**src/rtl/lfa_pkg.sv**
```systemverilog
// lfa_pkg: constants, frame role codes and the pipeline stage type of the line
// frame averager. No dependencies; every other file uses it by scoped names.

package lfa_pkg;

   localparam int LINE_PIXELS = 4096;
   localparam int ADDR_W = $clog2(LINE_PIXELS);

   localparam int KIND_W = 2;
   localparam int IDX_W = 12;
   localparam int SMP_W = 12;
   localparam int SUM_W = 20;
   localparam int FRM_W = 8;

   localparam logic [KIND_W-1:0] KIND_SINGLE = 2'd0;
   localparam logic [KIND_W-1:0] KIND_FIRST = 2'd1;
   localparam logic [KIND_W-1:0] KIND_MIDDLE = 2'd2;
   localparam logic [KIND_W-1:0] KIND_LAST = 2'd3;

   localparam logic [SUM_W-1:0] SUM_MAX = {SUM_W{1'b1}};
   localparam logic [SMP_W-1:0] PIX_MAX = {SMP_W{1'b1}};
   localparam logic [FRM_W-1:0] FRAMES_RESET = 8'd1;

   // restoring divider: quotient bits resolved per stage
   localparam int DIV_STEPS = 4;
   localparam int STEP_BITS = SUM_W / DIV_STEPS;

   typedef struct packed {
      logic valid;
      logic single;
      logic [IDX_W-1:0] index;
      logic eol;
      logic [SMP_W-1:0] sample;
      logic [FRM_W-1:0] rem;
      logic [SUM_W-1:0] qd;
   } pipe_type;

endpackage

```
**src/rtl/lfa_div_step.sv**
```systemverilog
// lfa_div_step: one registered stage of the restoring divider, resolving
// STEP_BITS quotient bits of the pixel sum. Depends on lfa_pkg.

module lfa_div_step (
   input  logic clock,
   input  logic reset,
   input  logic adv,
   input  logic [lfa_pkg::FRM_W-1:0] divisor,
   input  lfa_pkg::pipe_type in_stage,
   output lfa_pkg::pipe_type out_stage
);

   lfa_pkg::pipe_type stage_ff;
   lfa_pkg::pipe_type stage_in;

   always_comb begin
      logic [lfa_pkg::FRM_W:0] part;
      logic [lfa_pkg::FRM_W-1:0] rem;
      logic [lfa_pkg::SUM_W-1:0] qd;
      stage_in = in_stage;
      rem = in_stage.rem;
      qd = in_stage.qd;
      // dividend bits shift out the top, quotient bits in at the bottom
      for (int i = 0; i < lfa_pkg::STEP_BITS; i++) begin
         part = {rem, qd[lfa_pkg::SUM_W-1]};
         qd = {qd[lfa_pkg::SUM_W-2:0], 1'b0};
         if (part >= {1'b0, divisor}) begin
            part = part - {1'b0, divisor};
            qd[0] = 1'b1;
         end
         rem = part[lfa_pkg::FRM_W-1:0];
      end
      stage_in.rem = rem;
      stage_in.qd = qd;
   end

   always_ff @(posedge clock) begin
      if (reset) begin
         stage_ff <= '0;
      end else if (adv) begin
         stage_ff <= stage_in;
      end
   end

   assign out_stage = stage_ff;

endmodule

```
**config.mk**
```make
export PLATFORM = sky130hd
export DESIGN_NAME = lfa_div_step
export DESIGN_NICKNAME = d
export VERILOG_FILES = /design/src/rtl/lfa_pkg.sv /design/src/rtl/lfa_div_step.sv
export SDC_FILE = /design/constraint.sdc
export NUM_CORES = 1
export LEC_CHECK = 0
export BUFFER_PORTS_ARGS = -buffer_cell sky130_fd_sc_hd__buf_2
export CORE_ASPECT_RATIO = 1.1
export CORE_MARGIN = 2
export CORE_UTILIZATION = 45
export CTS_BUF_LIST = sky130_fd_sc_hd__clkbuf_4 sky130_fd_sc_hd__clkbuf_8
export DETAILED_ROUTE_END_ITERATION = 7
export PLACE_DENSITY = 0.77
export SLEW_MARGIN = 25
export SYNTH_ARGS = -nofsm -noshare
export SYNTH_HDL_FRONTEND = slang
export SYNTH_SLANG_ARGS = --single-unit
export TNS_END_PERCENT = 30
```
**constraint.sdc**
```tcl
create_clock -name clock -period 10.3 [get_ports clock]
set_input_delay 0.515 -clock clock [delete_from_list [all_inputs] [get_ports clock]]
set_output_delay 0.515 -clock clock [all_outputs]
set_load 0.01 [all_outputs]
```
# After elaboration in Yosys (flattened, before gate mapping)
# Cells that the tools add are included.
# totals
word_cells	27
out_inout_bits	55
register_bits	55
# op_classes
order_cmp	5
mux	10
add_sub_neg	5
# ops
cell	n
>= comparator 9 x 8 -> 1 bit	5
2-to-1 mux 8 bit	5
subtractor 8 bit	5
2-to-1 mux 1 bit	5

# Logic depth before layout (Yosys ltp)
# Gate-level depths: netlist of the first run.
# depth
ltp_word	10
mapped_depth	50

# Worst setup path after synthesis of the first run
# OpenSTA, ideal clock, no wires.
# synth_path
path_kind	in2reg
startpoint	input divisor[5] (netlist bit)
endpoint	register stage_ff (netlist bit out_stage[22])
setup_slack_ns	0.452
setup_time_ns	0.060
t_arrival_ns	9.788
path_buffers	4
path_stages	48
path_cell_list	inv_1 -> ha_1 -> buf_2 -> nand3_1 -> o221ai_1 -> a21o_1 -> mux2_2 -> inv_1 -> ha_1 -> nor2b_1 -> o31a_1 -> a2bb2oi_1 -> o221a_2 -> nor2_1 -> clkbuf_1 -> mux2i_1 -> inv_1 -> ha_1 -> [... 12 more ...] -> a21oi_1 -> o22ai_1 -> inv_1 -> a311o_1 -> nand2_1 -> o21a_1 -> inv_1 -> ha_1 -> nor2b_1 -> o21ai_0 -> a21boi_0 -> o21ai_0 -> a21oi_1 -> o21a_1 -> or4_1 -> a221o_1 -> or4b_1 -> nand2_1
# synth_via
elab_chain_cells	10
word_cells_on_any_way	15
# synth_lines
item	line	source
from (decl)	lfa_div_step.sv:8	input logic [lfa_pkg::FRM_W-1:0] divisor,
subtractor 8 bit / >= comparator 9 x 8 -> 1 bit (equally long branches)	lfa_div_step.sv:28, lfa_div_step.sv:27	
2-to-1 mux 8 bit	lfa_div_step.sv:27	if (part >= {1'b0, divisor}) begin
subtractor 8 bit / >= comparator 9 x 8 -> 1 bit (equally long branches)	lfa_div_step.sv:28, lfa_div_step.sv:27	
2-to-1 mux 8 bit	lfa_div_step.sv:27	
subtractor 8 bit / >= comparator 9 x 8 -> 1 bit (equally long branches)	lfa_div_step.sv:28, lfa_div_step.sv:27	
2-to-1 mux 8 bit	lfa_div_step.sv:27	
>= comparator 9 x 8 -> 1 bit / subtractor 8 bit (equally long branches)	lfa_div_step.sv:27, lfa_div_step.sv:28	
2-to-1 mux 8 bit	lfa_div_step.sv:27	
subtractor 8 bit / >= comparator 9 x 8 -> 1 bit (equally long branches)	lfa_div_step.sv:28, lfa_div_step.sv:27	
2-to-1 mux 8 bit (*)	lfa_div_step.sv:27	
to (signal assigned)	lfa_div_step.sv:41	stage_ff <= stage_in;
to (decl)	lfa_div_step.sv:13	lfa_pkg::pipe_type stage_ff;
# Mark *: on every way between the ends. The rest lies on a longest branch, timed or not.
# A chain may end at the register's enable or synchronous reset.

# Final worst setup path of the first run
# layout_path
startpoint	input divisor[6] (netlist bit)
endpoint	register stage_ff (netlist bit out_stage[25])
# layout_via
elab_chain_cells	10
word_cells_on_any_way	15
# layout_lines
item	line
subtractor 8 bit / >= comparator 9 x 8 -> 1 bit (equally long branches)	lfa_div_step.sv:28, lfa_div_step.sv:27
2-to-1 mux 8 bit	lfa_div_step.sv:27
subtractor 8 bit / >= comparator 9 x 8 -> 1 bit (equally long branches)	lfa_div_step.sv:28, lfa_div_step.sv:27
2-to-1 mux 8 bit	lfa_div_step.sv:27
>= comparator 9 x 8 -> 1 bit / subtractor 8 bit (equally long branches)	lfa_div_step.sv:27, lfa_div_step.sv:28
2-to-1 mux 8 bit	lfa_div_step.sv:27
subtractor 8 bit / >= comparator 9 x 8 -> 1 bit (equally long branches)	lfa_div_step.sv:28, lfa_div_step.sv:27
2-to-1 mux 8 bit	lfa_div_step.sv:27
subtractor 8 bit / >= comparator 9 x 8 -> 1 bit (equally long branches)	lfa_div_step.sv:28, lfa_div_step.sv:27
2-to-1 mux 8 bit (*)	lfa_div_step.sv:27
# Marked as above.

==> summary.log, run 1 <==
[critical_path] Worst setup startpoint divisor[6]
[detailed_routing] DRC violation total after the first TritonRoute iteration 279
[clock_network] clk sink count 55
[critical_path] WP data required 10.51 ns
[hold_path] type of the tightest min-delay check input pin to flop
[yosys] leading cell types by total area after synthesis dfxtp_1, ha_1, mux2i_1, nor2_1, o21ai_0
[floorplan] die span in y 106 um
[detailed_routing] total wire length 11900 um
[detailed_routing] Routed met3 length 786 um
[global_route] overall track demand over capacity in global routing 22.5%
[final_layout] total inserted antenna cells 0
[timing] Final Hold Viols 0
[pwr] IR drop worst, VDD 0.201 mV
[yosys] cells after synthesis 516
[yosys] number of distinct library cells after synthesis 60
[yosys] main flop type after synthesis dfxtp_1
[clock_network] number of clock buffers inserted by TritonCTS 5
[critical_path] critical path type input pin to flop
[pwr] areal power density over the cells 361 nW/um^2
[placement] DP HPWL 9530 um
[detailed_routing] met2 WL 5830 um
[critical_path] dominant cell type by count on the critical path inv_1
[detailed_routing] residual antenna-violating net count after detailed routing 0
[timing] Slew HR 37.0%
[critical_path] Slowest-stage cell, CP or4_1
[placement] I/O Buffers 120
[timing] worst-case clock skew 0 ns
[pwr] leakage power 0.00268 uW
[timing] final clock period utilization by the worst path 93.8%
[yosys] fraction of the yosys area taken by sequential cells 25.8%
[yosys] register bit total from synthesis 55
[clock_network] total number of H-tree levels 2
[timing] transition at the pin with the smallest max-transition slack 0.946 ns
[critical_path] CP Launch Type input pin
[timing] maximum operating frequency 0.103 GHz
[floorplan] Total Die Area 10300 um^2
[yosys] warning count from the yosys run 0
[yosys] post-synthesis average cell area 8.27 um^2
[timing] Slew Viols, Final 0
[clock_network] number of buffers inserted by hold repair at cts 0
[clock_network] clock-pin slew reported for the worst setup and hold paths after clock tree synthesis 0.10 ns
[detailed_routing] uppermost signal routing layer after detailed routing met4
[global_route] largest net degree at the start of global routing 66
[placement] last weighted congestion value of the routability-driven placer 1.03
[yosys] synthesized area 4270 um^2
[detailed_routing] remaining design rule violation count 0
[yosys] proportion of netlist area held by the largest area contributor 25.8%
[global_route] number of antenna violations at the first check in global routing 0
[global_route] number of global-route vias before repair 4181
[floorplan] Die X-Extent 96.8 um
[detailed_routing] average detailed-routed wire length per instance 15.4 um
[clock_network] Bufs on Longest Clock Path 2
[global_route] GRT Residual Overflow 0
[job] count of max-cap constraint violations 0
[yosys] cell type contributing the most total cell area after synthesis dfxtp_1
[final_layout] max FFs per register 55
[clock_network] root buffer cell clkbuf_8
[pwr] final total power 1930 uW
[global_route] global-route wire length before repair 19500 um
[critical_path] RR Startpoint out_stage[22]
[detailed_routing] sum of routed wire segments on met1 5010 um
[yosys] number of nets in the synthesized netlist 627
[clock_network] TritonCTS clock tree done
[detailed_routing] overall via count from detail_route 4345
[floorplan] number of rows in the core area 37
[floorplan] top-level port count 121
[timing] worst hold slack after final layout 0.440 ns
[final_layout] Final Net Count 764
[critical_path] CP peak stage delay 0.47 ns
[outcome] run status finished, final reports clean
[hold_path] origin of the worst min-delay path in_stage[37]
[yosys] count of flip-flops with a built-in enable after synthesis 0
[clock_network] source-to-sink clock delay at the later pin of the worst-skew pair 0.30 ns
[timing] final critical path time including I/O delays and setup 9.67 ns
[final_layout] area grow syn2layout 24.9%
[critical_path] critical path data arrival time 9.88 ns
[detailed_routing] routed via count divided by cell count 5.64
[final_layout] fraction of final layout cells sized beyond drive strength 1 28.1%
[timing] worst setup margin 0.635 ns
[critical_path] CP max FO 12
[timing] total of endpoints with negative setup slack in the final report 0
[final_layout] core utilization of the finished layout 57.3%
[placement] post-placement setup slack 0.00540 ns
[floorplan] initial standard-cell utilization of the core 45.8%
[detailed_routing] drt first pass iters 4
[yosys] share of synthesized registers carrying an async set or reset 0%
[floorplan] floorplan core area 9310 um^2
[critical_path] crit end category flop
-- synth_stat cells (3+ instances only) --
cell	number
a21o_1	8
o21a_1	13
nor3b_1	3
nor3_1	10
nand2_1	22
buf_2	3
a211o_1	3
o21ai_0	28
xnor2_1	12
clkbuf_1	12
inv_1	33
fa_1	5
nand2b_1	8
nand4_1	4
nor2b_1	14
mux2i_1	50
nand3_1	14
a211oi_1	10
mux2_2	7
a21oi_1	21
xor2_1	7
ha_1	40
nor2_1	79
buf_1	4
o22ai_1	4
dfxtp_1	55
and3_1	3
-- logic make-up (layout without fill, tap and decap cells) --
group	Yosys count	after routing	synth area share [%]
AO/OA/AOI/OAI	122	122	19.8
XOR/XNOR	19	19	3.90
adder cells (fa/ha/maj)	45	45	14.1
buffers and inverters	52	190	4.66
flip-flops	55	55	25.8
multiplexers	57	57	13.6
AND/OR/NAND/NOR	166	166	18.1
-- routing by layer --
metal	vias up	track usage [%]
met2	196	40.7
met5	-	0
met1	1994	27.7
li1	2126	-
met4	0	6.84
met3	29	3.02
-- report_power, final --
part           switching, uW  leakage (uW)  internal, uW
combinational            801       0.00217           730
clock                   67.1     0.0000548          73.2
sequential              11.9      0.000455           241
total                    880       0.00268          1040
-- area by class of cell --
cell class                      instances  area (um^2)
Timing Repair Buffer                  149          818
Multi-Input combinational cell        409         3020
Inverter                               33          124
Clock inverter                          3         46.3
Clock buffer                            5         68.8
Fill cell                             851         3980
Tap cell                              117          146
Sequential cell                        55         1100
-- critical path, delay by kind of cell --
| family | cells | cell delay [ns] |
|---|---|---|
| AND/OR/NAND/NOR | 9 | 1.93 |
| AO/OA/AOI/OAI | 20 | 4.01 |
| buffers and inverters | 7 | 0.70 |
| adder cells (fa/ha/maj) | 5 | 1.56 |
| multiplexers | 4 | 1.13 |
-- per-stage QoR --
step	TNS, ns	cells	area [um^2]
after floorplan	0	516	4270
after global placement	0	761	5140
after detailed placement	0	761	5140
after CTS	0	769	5260
after global routing	-0.00598	771	5330
final	0	771	5330
-- cells in the final DEF (no fill, tap or decap), drive strengths merged, types with 14 or more instances in the layout --
cell,count
nor2b,14
buf,149
nand3,14
nor2,80
inv,34
a21oi,22
o21ai,28
mux2i,50
nand2,22
ha,40
dfxtp,55
-- timing repair --
| item | in CTS | in global routing |
|---|---|---|
| buffers inserted | 0 | 2 |
| resized for setup | 0 | 15 |
| setup endpoints to repair | 0 | 9 |
-- final timing paths --
path | to | slack (ns) | depth (start not counted)
setup / recovery | out_stage[25] | 0.63 | 45
hold reg to reg | out_stage[12] | 0.49 | 2
setup reg to reg | out_stage[22] | 9.49 | 3
hold / removal | out_stage[37] | 0.44 | 3
Note: power is estimated with default switching activity, not from simulation.
==> run 2, diff against run 1 <==
--- a/config.mk
+++ b/config.mk
@@ -7,7 +7,7 @@
 export LEC_CHECK = 0
 export BUFFER_PORTS_ARGS = -buffer_cell sky130_fd_sc_hd__buf_2
 export CORE_ASPECT_RATIO = 1.1
-export CORE_MARGIN = 2
+export CORE_MARGIN = 1
 export CORE_UTILIZATION = 45
 export CTS_BUF_LIST = sky130_fd_sc_hd__clkbuf_4 sky130_fd_sc_hd__clkbuf_8
 export DETAILED_ROUTE_END_ITERATION = 7
==> run 2 against run 1 <==
  * Utilization increased by 1.1 points
  * Clock power decreased by 15%
  * Combinational power about the same
  * Non-clock buffer count decreased by 7
  * Wire length decreased by 0.95%
  * Maximum frequency increased by 0.64%
  * Sequential share of layout area increased by 0.27 points
  * First-iteration DRC count decreased by 3.9%
  * Register-to-register slack got worse by 0.04 ns
  * Clock skew unchanged
  * Highest routed layer unchanged
==> summary.log, run 2 (synthesis results as in run 1) <==
[outcome] run status finished, final reports clean
[clock_network] total number of H-tree levels 2 [unchanged]
[global_route] overall track demand over capacity in global routing 23.5% [+1.0 points]
[pwr] Clock Power Share 6.4% [-0.9 points]
[floorplan] top-level port count 121 [unchanged]
[timing] worst hold slack after final layout 0.443 ns [+0.00353 ns]
[clock_network] TritonCTS clock tree done
[global_route] GRT Residual Overflow 0 [unchanged]
[pwr] final total power 1870 uW [-2.8%]
[timing] maximum operating frequency 0.104 GHz [+0.64%]
[critical_path] crit end category flop
[placement] post-placement setup slack 0.173 ns [+0.167 ns]
[global_route] number of antenna violations at the first check in global routing 0 [unchanged]
[clock_network] clock-pin slew reported for the worst setup and hold paths after clock tree synthesis 0.10 ns [about the same]
[clock_network] number of clock buffers inserted by TritonCTS 5 [unchanged]
[placement] last weighted congestion value of the routability-driven placer 1.01 [-1.8%]
[detailed_routing] average detailed-routed wire length per instance 15.5 um [+0.35%]
[job] count of max-cap constraint violations 0 [unchanged]
[detailed_routing] remaining design rule violation count 0 [unchanged]
[clock_network] root buffer cell clkbuf_8
[placement] DP HPWL 9610 um [+0.90%]
[detailed_routing] routed via count divided by cell count 5.71 [+1.3%]
[timing] unrepaired setup endpoints after global routing false
[critical_path] critical path data arrival time 9.85 ns [-0.03 ns]
[global_route] largest net degree at the start of global routing 66 [unchanged]
[timing] transition at the pin with the smallest max-transition slack 0.907 ns [-0.0381 ns]
[pwr] sequential share of power 13.5% [+0.3 points]
[critical_path] WP data required 10.55 ns [+0.04 ns]
[final_layout] max FFs per register 55 [unchanged]
[timing] final clock period utilization by the worst path 93.2% [-0.59 points]
[pwr] share of total power consumed by net switching 46.8% [+1.1 points]
[detailed_routing] residual antenna-violating net count after detailed routing 0 [unchanged]
[global_route] global-route wire length before repair 18600 um [-4.7%]
[pwr] Internal Power 996 uW [-4.7%]
[floorplan] number of rows in the core area 36 [-2.7%]
[hold_path] type of the tightest min-delay check input pin to flop
[critical_path] CP max FO 8 [-4]
[final_layout] commonest cells after routing, fill and taps aside buf_2, nor2_1, dfxtp_1, mux2i_1, ha_1
[final_layout] Layout fillers 850 [-0.12%]
[placement] total instance count after detailed placement 753 [-1.1%]
[final_layout] area grow syn2layout 23.3%
[final_layout] most common library cell in the layout ignoring fill and taps buf_2
[timing] Final Hold Viols 0 [unchanged]
[global_route] number of global-route vias before repair 4080 [-2.4%]
[timing] final critical path time including I/O delays and setup 9.60 ns [-0.0611 ns]
[final_layout] fraction of final layout cells sized beyond drive strength 1 27.5% [-0.62 points]
[pwr] Comb power frac 80.1% [+0.5 points]
[floorplan] Die X-Extent 94.8 um [-2.1%]
[detailed_routing] overall via count from detail_route 4343 [-0.046%]
[critical_path] critical path type input pin to flop
[timing] worst setup margin 0.696 ns [+0.0611 ns]
[pwr] switching power total 876 uW [-0.50%]
[timing] Final TNS setup 0 ns [unchanged]
[pwr] areal power density over the cells 356 nW/um^2 [-1.5%]
[floorplan] initial standard-cell utilization of the core 47.3% [+1.5 points]
[detailed_routing] total wire length 11800 um [-0.95%]
[floorplan] die span in y 104 um [-1.9%]
[final_layout] non-filler instance count after layout 761 [-1.3%]
[critical_path] CP Launch Type input pin
[placement] I/O Buffers 120 [unchanged]
[detailed_routing] drt first pass iters 5 [+1]
[timing] total of endpoints with negative setup slack in the final report 0 [unchanged]
[pwr] IR drop worst, VDD 0.219 mV [+8.9%]
[final_layout] total inserted antenna cells 0 [unchanged]
[detailed_routing] DRC violation total after the first TritonRoute iteration 268 [-3.9%]
[clock_network] source-to-sink clock delay at the later pin of the worst-skew pair 0.30 ns [about the same]
[final_layout] Final Net Count 757 [-0.92%]
[timing] worst-case clock skew 0 ns [unchanged]
[timing] Slew HR 39.5% [+2.5 points]
[floorplan] Total Die Area 9870 um^2 [-3.9%]
[critical_path] Slowest-stage cell, CP or4b_1
[timing] Slew Viols, Final 0 [unchanged]
[critical_path] CP peak stage delay 0.51 ns [+0.04 ns]
[clock_network] Bufs on Longest Clock Path 2 [unchanged]
[clock_network] clk sink count 55 [unchanged]
[floorplan] floorplan core area 9010 um^2 [-3.2%]
[pwr] leakage power 0.00263 uW [-1.7%]
## run 2: per-stage QoR
step                      utilization, %  instance area (um^2)
after global placement              56.6                  5100
after detailed placement            56.6                  5100
after floorplan                        -                  4270
after global routing                58.4                  5260
final                               58.4                  5260
after CTS                           57.7                  5190
## run 2: critical path: cells and delay by family
family	cells	cell delay, ns
multiplexers	2	0.64
AND/OR/NAND/NOR	11	2.25
buffers and inverters	7	0.63
adder cells (fa/ha/maj)	5	1.59
AO/OA/AOI/OAI	20	4.22
## run 2: power groups by stage
stage / clock (uW) / sequential (uW) / combinational (uW)
finish: 119 / 253 / 1500
global route: 132 / 257 / 1660
CTS: 124 / 254 / 1470
detailed placement: 0 / 258 / 1460
global placement: 0 / 257 / 1450
floorplan: 0 / 270 / 1050
## run 2: cell type report
cell class	instances	area, um^2	area share, %
Tap cell	114	143	2.71
Multi-Input combinational cell	409	3030	57.6
Clock buffer	5	68.8	1.31
Sequential cell	55	1100	20.9
Clock inverter	3	27.5	0.523
Inverter	33	124	2.35
Timing Repair Buffer	142	766	14.6
## run 2: repair_timing
action | in CTS | in global routing
buffers inserted | 0 | 0
endpoints found under the setup margin | 0 | 9
hold buffers | 0 | 0
resized for setup | 0 | 13
## run 2: path summary, 6_finish.rpt
check,startpoint,endpoint,slack (ns),depth (start not counted)
setup reg to reg,out_stage[22],out_stage[22],9.45,3
hold reg to reg,out_stage[0],out_stage[0],0.49,2
hold / removal,in_stage[37],out_stage[37],0.44,3
setup / recovery,divisor[2],out_stage[22],0.70,45
## run 2: layer usage
metal  wire, um  vias up  global-route usage, %
met5          0        -                      0
met4        465        0                   10.4
met3        857       37                   2.63
met2       5620      211                   41.8
met1       4830     1984                   27.7
li1           -     2111                      -
