`config.mk`:
```
export PLATFORM = sky130hd
export DESIGN_NAME = lfa_out_buf_flat
export DESIGN_NICKNAME = d
export VERILOG_FILES = /design/src/rtl/lfa_pkg.sv /design/src/rtl/lfa_rsp_if.sv /design/src/rtl/lfa_out_buf.sv /design/src/flat_wrapper.sv
export SDC_FILE = /design/constraint.sdc
export NUM_CORES = 1
export LEC_CHECK = 0
export ABC_CLOCK_PERIOD_IN_PS = 3600
export BUFFER_PORTS_ARGS = -buffer_cell sky130_fd_sc_hd__buf_2
export CORE_MARGIN = 3
export CORE_UTILIZATION = 38
export DETAILED_ROUTE_END_ITERATION = 8
export SYNTH_ARGS = -nofsm -noshare
export SYNTH_HDL_FRONTEND = slang
export SYNTH_SLANG_ARGS = --single-unit
```
`constraint.sdc`:
```
create_clock -name clock -period 3.6 [get_ports clock]
set_input_delay 0.54 -clock clock [delete_from_list [all_inputs] [get_ports clock]]
set_output_delay 0.54 -clock clock [all_outputs]
set_load 0.01 [all_outputs]
```
`src/rtl/lfa_pkg.sv`:
```
// lfa_pkg: constants, frame role codes and the pipeline stage type of the line
// frame averager. No dependencies; every other file uses it by scoped names.

package lfa_pkg;

   localparam int LINE_PIXELS = 4096;
   localparam int ADDR_W = $clog2(LINE_PIXELS);

   localparam int KIND_W = 2;
   localparam int IDX_W = 12;
   localparam int SMP_W = 12;
   localparam int SUM_W = 20;
   localparam int FRM_W = 8;

   localparam logic [KIND_W-1:0] KIND_SINGLE = 2'd0;
   localparam logic [KIND_W-1:0] KIND_FIRST = 2'd1;
   localparam logic [KIND_W-1:0] KIND_MIDDLE = 2'd2;
   localparam logic [KIND_W-1:0] KIND_LAST = 2'd3;

   localparam logic [SUM_W-1:0] SUM_MAX = {SUM_W{1'b1}};
   localparam logic [SMP_W-1:0] PIX_MAX = {SMP_W{1'b1}};
   localparam logic [FRM_W-1:0] FRAMES_RESET = 8'd1;

   // restoring divider: quotient bits resolved per stage
   localparam int DIV_STEPS = 4;
   localparam int STEP_BITS = SUM_W / DIV_STEPS;

   typedef struct packed {
      logic valid;
      logic single;
      logic [IDX_W-1:0] index;
      logic eol;
      logic [SMP_W-1:0] sample;
      logic [FRM_W-1:0] rem;
      logic [SUM_W-1:0] qd;
   } pipe_type;

endpackage

```
`src/rtl/lfa_rsp_if.sv`:
```
// lfa_rsp_if: result channel of the line frame averager, one output pixel item.
// Depends on lfa_pkg for field widths.

interface lfa_rsp_if;
   logic valid;
   logic ready;
   logic [lfa_pkg::SMP_W-1:0] pixel_out;
   logic [lfa_pkg::IDX_W-1:0] index_out;
   logic end_of_line;

   modport source (output valid, pixel_out, index_out, end_of_line, input ready);
   modport sink (input valid, pixel_out, index_out, end_of_line, output ready);
endinterface

```
`src/rtl/lfa_out_buf.sv`:
```
// lfa_out_buf: final saturation, output register and skid slot that drive the
// result channel and set the pipeline advance. Depends on lfa_pkg, lfa_rsp_if.

module lfa_out_buf (
   input  logic clock,
   input  logic reset,
   input  lfa_pkg::pipe_type in_stage,
   output logic adv,
   lfa_rsp_if.source rsp_ch
);

   logic out_valid_ff;
   logic [lfa_pkg::SMP_W-1:0] out_pixel_ff;
   logic [lfa_pkg::IDX_W-1:0] out_index_ff;
   logic out_eol_ff;

   logic skid_valid_ff;
   logic [lfa_pkg::SMP_W-1:0] skid_pixel_ff;
   logic [lfa_pkg::IDX_W-1:0] skid_index_ff;
   logic skid_eol_ff;

   logic take;
   logic drain;
   logic [lfa_pkg::SMP_W-1:0] pixel;

   assign adv = !skid_valid_ff;
   assign take = adv && in_stage.valid;
   assign drain = !out_valid_ff || rsp_ch.ready;

   always_comb begin
      if (in_stage.single) begin
         pixel = in_stage.sample;
      end else if (in_stage.qd[lfa_pkg::SUM_W-1:lfa_pkg::SMP_W] != '0) begin
         pixel = lfa_pkg::PIX_MAX;
      end else begin
         pixel = in_stage.qd[lfa_pkg::SMP_W-1:0];
      end
   end

   always_ff @(posedge clock) begin
      if (reset) begin
         out_valid_ff <= 1'b0;
         skid_valid_ff <= 1'b0;
      end else if (drain) begin
         out_valid_ff <= skid_valid_ff || take;
         skid_valid_ff <= 1'b0;
      end else if (take) begin
         skid_valid_ff <= 1'b1;
      end
   end

   always_ff @(posedge clock) begin
      if (drain) begin
         if (skid_valid_ff) begin
            out_pixel_ff <= skid_pixel_ff;
            out_index_ff <= skid_index_ff;
            out_eol_ff <= skid_eol_ff;
         end else if (take) begin
            out_pixel_ff <= pixel;
            out_index_ff <= in_stage.index;
            out_eol_ff <= in_stage.eol;
         end
      end else if (take) begin
         skid_pixel_ff <= pixel;
         skid_index_ff <= in_stage.index;
         skid_eol_ff <= in_stage.eol;
      end
   end

   assign rsp_ch.valid = out_valid_ff;
   assign rsp_ch.pixel_out = out_pixel_ff;
   assign rsp_ch.index_out = out_index_ff;
   assign rsp_ch.end_of_line = out_eol_ff;

   a_skid_behind_out: assert property (@(posedge clock) disable iff (reset)
      skid_valid_ff |-> out_valid_ff)
      else $error("skid slot holds an item while the output is empty");

   a_stall_fills_skid: assert property (@(posedge clock) disable iff (reset)
      (out_valid_ff && !rsp_ch.ready && take) |=> skid_valid_ff)
      else $error("item lost while the output stalled");

endmodule

```
`src/flat_wrapper.sv`:
```
// flat-port wrapper written by rule: the top's interface ports become plain ports
module lfa_out_buf_flat 
  (clock, reset, in_stage, adv, rsp_ch_valid, rsp_ch_pixel_out, rsp_ch_index_out, rsp_ch_end_of_line, rsp_ch_ready);
  lfa_rsp_if rsp_ch_i ();
  input  logic clock;
  input  logic reset;
  input  lfa_pkg::pipe_type in_stage;
  output logic adv;
  output wire logic [$bits(rsp_ch_i.valid)-1:0] rsp_ch_valid;
  output wire logic [$bits(rsp_ch_i.pixel_out)-1:0] rsp_ch_pixel_out;
  output wire logic [$bits(rsp_ch_i.index_out)-1:0] rsp_ch_index_out;
  output wire logic [$bits(rsp_ch_i.end_of_line)-1:0] rsp_ch_end_of_line;
  input wire logic [$bits(rsp_ch_i.ready)-1:0] rsp_ch_ready;
  assign rsp_ch_valid = rsp_ch_i.valid;
  assign rsp_ch_pixel_out = rsp_ch_i.pixel_out;
  assign rsp_ch_index_out = rsp_ch_i.index_out;
  assign rsp_ch_end_of_line = rsp_ch_i.end_of_line;
  assign rsp_ch_i.ready = rsp_ch_ready;
  lfa_out_buf u_core (.clock(clock), .reset(reset), .in_stage(in_stage), .adv(adv), .rsp_ch(rsp_ch_i));
endmodule
```
## Word level (Yosys, flattened, before mapping)

Cells that the tools add are included.

- Mux-type cells: 8
- Bitwise gates (word level): 1
- Reduce and logical (&&, ||, !) cells: 10

Operator list:

| cell | number |
|---|---|
| $mux W12 | 6 |
| $reduce_bool A8 Y1 | 1 |
| $reduce_and A2 Y1 | 2 |
| $logic_not A1 Y1 | 2 |
| $logic_or A1 B1 Y1 | 2 |
| $mux W1 | 2 |
| $reduce_bool A2 Y1 | 1 |
| $reduce_or A2 Y1 | 1 |
| $logic_and A1 B1 Y1 | 1 |
| $not A1 Y1 | 1 |

- Register bits: 52
- Word-level logic and storage cells: 27
- Output and inout port bits: 27
- Bits of input ports: 58

## Logic depth before layout (Yosys ltp)

Gate-level depths: netlist of the first run.

- Depth in word-level cells: 5
- Depth in mapped cells: 4
- Depth with buffers taken out: 3

## Worst setup path before layout of the first run

Ideal clock, no wire load.

- Path kind: register to register
- Start point: reg u_core.skid_valid_ff
- End point: reg u_core.skid_eol_ff, enable pin
- Stages on the path, launching flop included: 4
- Setup slack: 0.509 ns
- Data required time: 3.156 ns
- Arrival: 2.647 ns
- Setup time: 0.444 ns
- Clock period less this slack: 3.091 ns
- Path buffers: 2
- Cell sequence: dfxtp_1 clkbuf_1 clkbuf_1 nor3b_1

- Word-level cells in the longest chain between the ends: 3

RTL lines:

| element | line | source |
|---|---|---|
| start: declaration | lfa_out_buf.sv:17 | `logic skid_valid_ff;` |
| start signal: assignment | lfa_out_buf.sv:43 | `skid_valid_ff <= 1'b0;` |
| start signal: assignment | lfa_out_buf.sv:46 | `skid_valid_ff <= 1'b0;` |
| start signal: assignment | lfa_out_buf.sv:48 | `skid_valid_ff <= 1'b1;` |
| $logic_not A1 Y1 | lfa_out_buf.sv:26 | `assign adv = !skid_valid_ff;` |
| $logic_and A1 B1 Y1 | lfa_out_buf.sv:27 | `assign take = adv && in_stage.valid;` |
| $reduce_and A2 Y1 (no line) | n/a |  |
| end signal: assignment | lfa_out_buf.sv:66 | `skid_eol_ff <= in_stage.eol;` |
| end: declaration | lfa_out_buf.sv:20 | `logic skid_eol_ff;` |

Every way passes these cells.
A chain may end at the register's enable or synchronous reset.

## Final worst setup path of the first run

- Start point: reg u_core.skid_valid_ff
- End point: reg u_core.out_index_ff, in the netlist u_core.rsp_ch.index_out[1], enable pin

- Word-level cells in the longest chain between the ends: 4

RTL lines:

| element | line | source |
|---|---|---|
| $logic_not A1 Y1 | lfa_out_buf.sv:26 |  |
| $logic_and A1 B1 Y1 | lfa_out_buf.sv:27 |  |
| $reduce_bool A2 Y1 (no line) * | n/a |  |
| $reduce_and A2 Y1 (no line) * | n/a |  |
| end signal: assignment | lfa_out_buf.sv:56 | `out_index_ff <= skid_index_ff;` |
| end signal: assignment | lfa_out_buf.sv:60 | `out_index_ff <= in_stage.index;` |
| end: declaration | lfa_out_buf.sv:14 | `logic [lfa_pkg::IDX_W-1:0] out_index_ff;` |

Every way passes the cells marked *; elsewhere a longest branch is shown, timed or not.

==> flow_summary.yaml, run 1 <==
run_status:
  status: "completed"
critical_path:
  worstSetupStartpointType: "flop"
  ff2ff_path_depth: 3
  path_depth: 3
  arrival_ns: 2.17
  endpoint_kind: "flop"
  max_stage_delay_ns: 0.72
  crit_path_cell_trace: "buf_4 > o21a_1 > buf_4"
  cpMostUsedCell: "buf_4"
  critPathTopFamily: "flip-flops"
  cp_data_required_time_ns: 3.59
  path_max_fanout: 17
  path_class: "reg2reg"
  worst-path-buf-inv: 2
  rr_startpoint: "u_core.skid_valid_ff"
  slowest_stage: "dfxtp_1"
  critPathLaunch: "u_core.skid_valid_ff"
route:
  viasPerCell: 4.785
  firstDrtPassIters: 4
  ant_nets: 0
  drc: 0
  wirelength_mm: 4.397
  drt_first_iter_violations: 69
  wl_per_cell_um: 14.76
  via_count: 1426
min_path:
  hp-start: "reset"
  min_path_type: "in2reg"
  hold_depth: 2
timing:
  finalClockSkew_ns: 0.004525
  timing.hold.ws_ns: 0.4163
  period_share: 0.6043
  setup_viol: 0
  fmaxAchievable_mhz: 459.7
  tns_ns: 0
  slew_violations: 0
  rsz0062_at_grt: "false"
  slew_headroom: 0.2744
  worstMarginPinSlew_ns: 1.084
  report.final.hold_viol_count: 0
  min_period_ns: 2.175
pwr:
  internal-power_w: 0.0009789
  power_w: 0.001236
  clockPowerShare: 0.336
  power.density_nw_per_um2: 439.9
  pwr-share-seq: 0.567
  p_leak_nw: 1.133
  netSwitchingPower_w: 0.0002569
  swShare: 0.2079
  ir_drop_uv: 202.4
  pwr-share-comb: 0.096
global_routing:
  gr-max-usage-layer: "met2"
  grt_use_met3: 0.03796
  grt_max_degree: 18
  track_usage: 0.1368
  grt.overflow.total: 0
  grt_pass1_vias: 1379
  use_met2: 0.2181
  antenna_found_initial: 0
  use_met1: 0.1852
  grt_pass1_wl_mm: 6.755
floorplan:
  die_y_um: 82.17
  row_count: 27
  die_w_um: 82.17
  initial_utilization: 0.3955
  dieArea_um2: 6752
  pin_count: 85
  core_um2: 5574
clocking:
  clkTransAtPathRegs_ns: 0.09
  cts_resized: 0
  cts_inserted_buffers: 5
  htreeDepth: 2
  cts_root_buf: "clkbuf_8"
  cts_sinks: 52
  cts_tree: "yes"
  postCtsHoldBufs: 0
  cts.path.max_buffers: 2
  postCtsSetupRepairBufs: 0
  clkLatencyLatePin_ns: 0.30
placed_design:
  gp_congestion: 0.7247
  placed_cells: 290
  hpwl_mm: 3.128
  portBuffers: 76
layout:
  diodes: 0
  nets: 283
  area_delta_synth_final_pct: 27.41
  drive_gt1_frac: 0.4690
  final_cell_count_no_fill: 298
logic_synthesis:
  yosys.area.top_type: "edfxtp_1"
  synth-seq-cells: 52
  ys_types: 17
  synthCells: 144
  ys_seq_area_frac: 0.6992
  synth.most_common_cell: "edfxtp_1"
  synth_top_area_share: 0.6810
  avgSynthCellArea_um2: 15.31
  synth_nets: 202
  synth-edff-count: 50
  ys_top_cells_by_count: "edfxtp_1 (50), mux2_2 (13), nand2b_1 (13), nor2_1 (13), o21a_1 (13)"
  ys.flop_type: "edfxtp_1"
  synthArstFlopShare: 0
  ys_warn_count: 0
  synth_area_leaders: "edfxtp_1 (68%), mux2_2 (6.6%), mux2i_1 (5.4%)"
  syn_area_um2: 2205
job:
  maxCapViolations: 0
[final cells by class]
type / count / area, µm²
clock buffer: 6 / 82.58
clock inverter: 2 / 38.79
fill: 501 / 2765
inverter: 1 / 3.754
multi-input combinational: 83 / 626.9
sequential: 52 / 1541
tap: 72 / 90.09
timing repair buffer: 82 / 425.4
[cell usage in the layout, fill, tap and decap left out, types with 2 or more instances in the layout]
cell type  Yosys  routed
nor2_1        13      13
nand2b_1      13      13
nor3_1         3       3
edfxtp_1      50      50
mux2_2        13      13
buf_2          0      76
clkbuf_8       0       6
buf_4          0       6
o21a_1        13      13
dfxtp_1        2       2
mux2i_1       12      12
a31oi_1       12      12
[per-layer routing]
metal | vias to the layer above | part of all wire
li1 | 712 | -
met1 | 654 | 0.46
met2 | 57 | 0.47
met3 | 3 | 0.071
met4 | 0 | 0.0030
met5 | - | 0
[metrics by stage]
step                  util  setup slack [ns]  instance area (µm²)
CTS                 0.5039             1.355                 2809
floorplan                -            0.5093                 2205
global route        0.5039             1.231                 2809
global placement    0.4822             1.126                 2688
detailed placement  0.4822             1.100                 2688
finish              0.5039             1.425                 2809
[final timing paths]
path                                                   end  slack [ns]
worst max register to register  u_core.rsp_ch.index_out[1]        1.42
worst min-delay path                   u_core.rsp_ch.valid        0.42
worst max-delay path            u_core.rsp_ch.index_out[1]        1.42
worst min register to register  u_core.rsp_ch.index_out[7]        0.55
[registers in the layout, indices dropped and copies added, names as in the netlist]
signal and count:
u_core.skid_pixel_ff 12, u_core.skid_valid_ff 1, u_core.rsp_ch.pixel_out 12, u_core.rsp_ch.valid 1, u_core.skid_index_ff 12, u_core.skid_eol_ff 1, u_core.rsp_ch.end_of_line 1, u_core.rsp_ch.index_out 12
[kinds of logic after synthesis]
family	count (synthesis)	synth area share
compound gates	26	0.08059
mux	25	0.1209
simple gates	32	0.08059
flops	52	0.6992
buf+inv	9	0.01873
[power by group through the flow]
stage / sequential, W / clock [W] / combinational [W]
global route: 0.000704 / 0.000450 / 0.000133
floorplan: 0.000724 / 0 / 0.0000494
finish: 0.000701 / 0.000416 / 0.000119
CTS: 0.000701 / 0.000428 / 0.000121
detailed placement: 0.000715 / 0 / 0.000121
global placement: 0.000715 / 0 / 0.000120
[worst register-to-register path, stage by stage, from the launching register on]
cell and delay, ns:
dfxtp_1 0.72, buf_4 0.36, o21a_1 0.46, buf_4 0.34
Power figures use the tool's default switching activity.
==> inputs of run 2 (changes only) <==
--- a/config.mk
+++ b/config.mk
@@ -5,11 +5,13 @@
 export SDC_FILE = /design/constraint.sdc
 export NUM_CORES = 1
 export LEC_CHECK = 0
-export ABC_CLOCK_PERIOD_IN_PS = 3600
+export ABC_AREA = 1
+export ABC_CLOCK_PERIOD_IN_PS = 2000
 export BUFFER_PORTS_ARGS = -buffer_cell sky130_fd_sc_hd__buf_2
 export CORE_MARGIN = 3
 export CORE_UTILIZATION = 38
 export DETAILED_ROUTE_END_ITERATION = 8
+export PLACE_DENSITY = 0.67
 export SYNTH_ARGS = -nofsm -noshare
 export SYNTH_HDL_FRONTEND = slang
 export SYNTH_SLANG_ARGS = --single-unit
==> constraint.sdc (replaced) <==
create_clock -name clock -period 2 [get_ports clock]
set_input_delay 0.3 -clock clock [delete_from_list [all_inputs] [get_ports clock]]
set_output_delay 0.3 -clock clock [all_outputs]
set_load 0.01 [all_outputs]
==> run 2 against run 1 <==
Net effect:
- worst setup slack got worse by 0.90 ns
- clock-buffer cell count shrank 1
- register-to-register slack got worse by 0.77 ns
- first-iteration DRC count down 14%
- combinational power is 80% higher
- highest routed layer unchanged
- largest power group unchanged
- largest cell class unchanged
- critical endpoint is now adv
==> flow_summary.yaml, run 2 <==
timing:
  slew_violations: 0
  worstMarginPinSlew_ns: 0.5135
  rsz0062_at_grt: "false"
  report.final.hold_viol_count: 0
  min_period_ns: 1.474
  period_share: 0.7370
  slew_headroom: 0.6569
  tns_ns: 0
  setup_slack_ns: 0.5260
  finalClockSkew_ns: 0.004736
  fmaxAchievable_mhz: 678.4
  setup_viol: 0
critical_path:
  crit_path_cell_trace: "inv_2 > buf_4 > buf_2"
  rr_startpoint: "u_core.rsp_ch.valid"
  arrival_ns: 1.17
  endpoint: "adv"
  max_stage_delay_ns: 0.34
  critPathLaunch: "u_core.skid_valid_ff"
  path_class: "reg2out"
  slowest_stage: "dfxtp_1"
  reg2reg_setup_slack_ns: 0.65
  r2r_end: "u_core.skid_pixel_ff[0]"
  ff2ff_path_depth: 5
  worstSetupStartpointType: "flop"
  endpoint_kind: "output pin"
  path_max_fanout: 26
  cp_data_required_time_ns: 1.70
layout:
  design_area_um2: 2754
  final_util: 0.4941
  layout_commonest_cell: "nand2_1"
  area_delta_synth_final_pct: 24.70
  final_cell_count_no_fill: 365
  drive_gt1_frac: 0.3242
  diodes: 0
  nets: 350
  layout_common_cells: "nand2_1 (78), buf_2 (76), edfxtp_1 (50)"
min_path:
  min_path_type: "in2reg"
logic_synthesis:
  ys_seq_area_frac: 0.6980
  synth_area_leaders: "edfxtp_1 (68%), nand2_1 (13%), nor2_1 (5.4%)"
  yosys.area.top_type: "edfxtp_1"
  ys_warn_count: 0
  synth_nets: 272
  synth-edff-count: 50
  ys_types: 15
  synth-seq-cells: 52
  synth.most_common_cell: "nand2_1"
  ys_top_cells_by_count: "nand2_1 (78), edfxtp_1 (50), nor2_1 (32)"
  avgSynthCellArea_um2: 10.32
  syn_area_um2: 2208
  synth_top_area_share: 0.6799
  synthCells: 214
  synthArstFlopShare: 0
  ys.flop_type: "edfxtp_1"
floorplan:
  die_y_um: 82.24
  initial_utilization: 0.3962
  dieArea_um2: 6763
  core_um2: 5574
  die_w_um: 82.24
  row_count: 27
  pin_count: 85
placed_design:
  post-place-ws_ns: 0.4597
  placed_cells: 357
  portBuffers: 76
  hpwl_mm: 2.915
  place_area_um2: 2661
  gp_congestion: 0.7293
pwr:
  ir_drop_uv: 347.3
  p_leak_nw: 1.154
  power.density_nw_per_um2: 754.2
global_routing:
  grt_pass1_wl_mm: 6.844
  antenna_found_initial: 0
  track_usage: 0.1354
  grt_max_degree: 27
  grt.overflow.total: 0
  grt_pass1_vias: 1526
clocking:
  cts_sinks: 52
  cts.path.max_buffers: 2
  postCtsHoldBufs: 0
  clkTransAtPathRegs_ns: 0.09
  cts_resized: 0
  clkLatencyLatePin_ns: 0.30
  cts_root_buf: "clkbuf_8"
  cts_tree: "yes"
  postCtsSetupRepairBufs: 0
  htreeDepth: 2
  cts_inserted_buffers: 5
route:
  drt_first_iter_violations: 59
  ant_nets: 0
  wl_per_cell_um: 12.04
  drc: 0
  via_count: 1639
  firstDrtPassIters: 5
  wirelength_mm: 4.395
  viasPerCell: 4.490
job:
  maxCapViolations: 0
run_status:
  status: "completed"
-- run 2: how the worst min path moves through the flow --
| stage | startpoint | end | slack, ns | depth (start not counted) |
|---|---|---|---|---|
| 4_1_cts | reset | u_core.rsp_ch.valid | 0.14 | 2 |
| 2_1_floorplan | reset | u_core.rsp_ch.valid | 0.37 | 1 |
| 3_3_place_gp | reset | u_core.rsp_ch.valid | 0.47 | 2 |
| 6_report | reset | u_core.rsp_ch.valid | 0.16 | 2 |
| 3_5_place_dp | reset | u_core.rsp_ch.valid | 0.48 | 2 |
| 5_1_grt | reset | u_core.rsp_ch.valid | 0.15 | 2 |
-- run 2: cell families (layout without fill, tap and decap cells) --
group	count (synthesis)	after routing	share of synthesized area
AOI/OAI and AO/OA	13	13	0.02946
and+or+nand+nor	124	124	0.2215
DFF	52	52	0.6980
buffers and inverters	25	104	0.05099
-- run 2: where the power goes --
group          total [W]  switching, W  internal (W)
Clock           0.000599      0.000351      0.000248
Combinational   0.000214      0.000125     0.0000888
Sequential       0.00126     0.0000112       0.00125
-- run 2: critical path: cells and delay by family, from the launching register on --
kind                   cells  cell delay (ns)
DFF                        1             0.34
buffers and inverters      3             0.53
-- run 2: area by class of cell --
cell class	count	area (µm²)
fill	531	2820
timing repair buffer	80	410.4
tap	72	90.09
clock buffer	5	68.82
sequential	52	1541
multi-input combinational	137	559.3
clock inverter	3	23.77
inverter	16	60.06
-- run 2: routing by layer --
metal  routed length, µm  vias up  track usage
li1                    -      851            -
met1                1786      727       0.1527
met2                2226       54       0.2404
met3                 297        7      0.04013
met4                  85        0      0.04983
met5                   0        -            0
-- run 2: stage by stage --
| stage | power [W] | hold slack [ns] |
|---|---|---|
| CTS | 0.002110 | 0.1439 |
| global placement | 0.001501 | 0.4696 |
| detailed placement | 0.001506 | 0.4751 |
| finish | 0.002077 | 0.1599 |
| global route | 0.002182 | 0.1493 |
| floorplan | 0.001398 | 0.3691 |
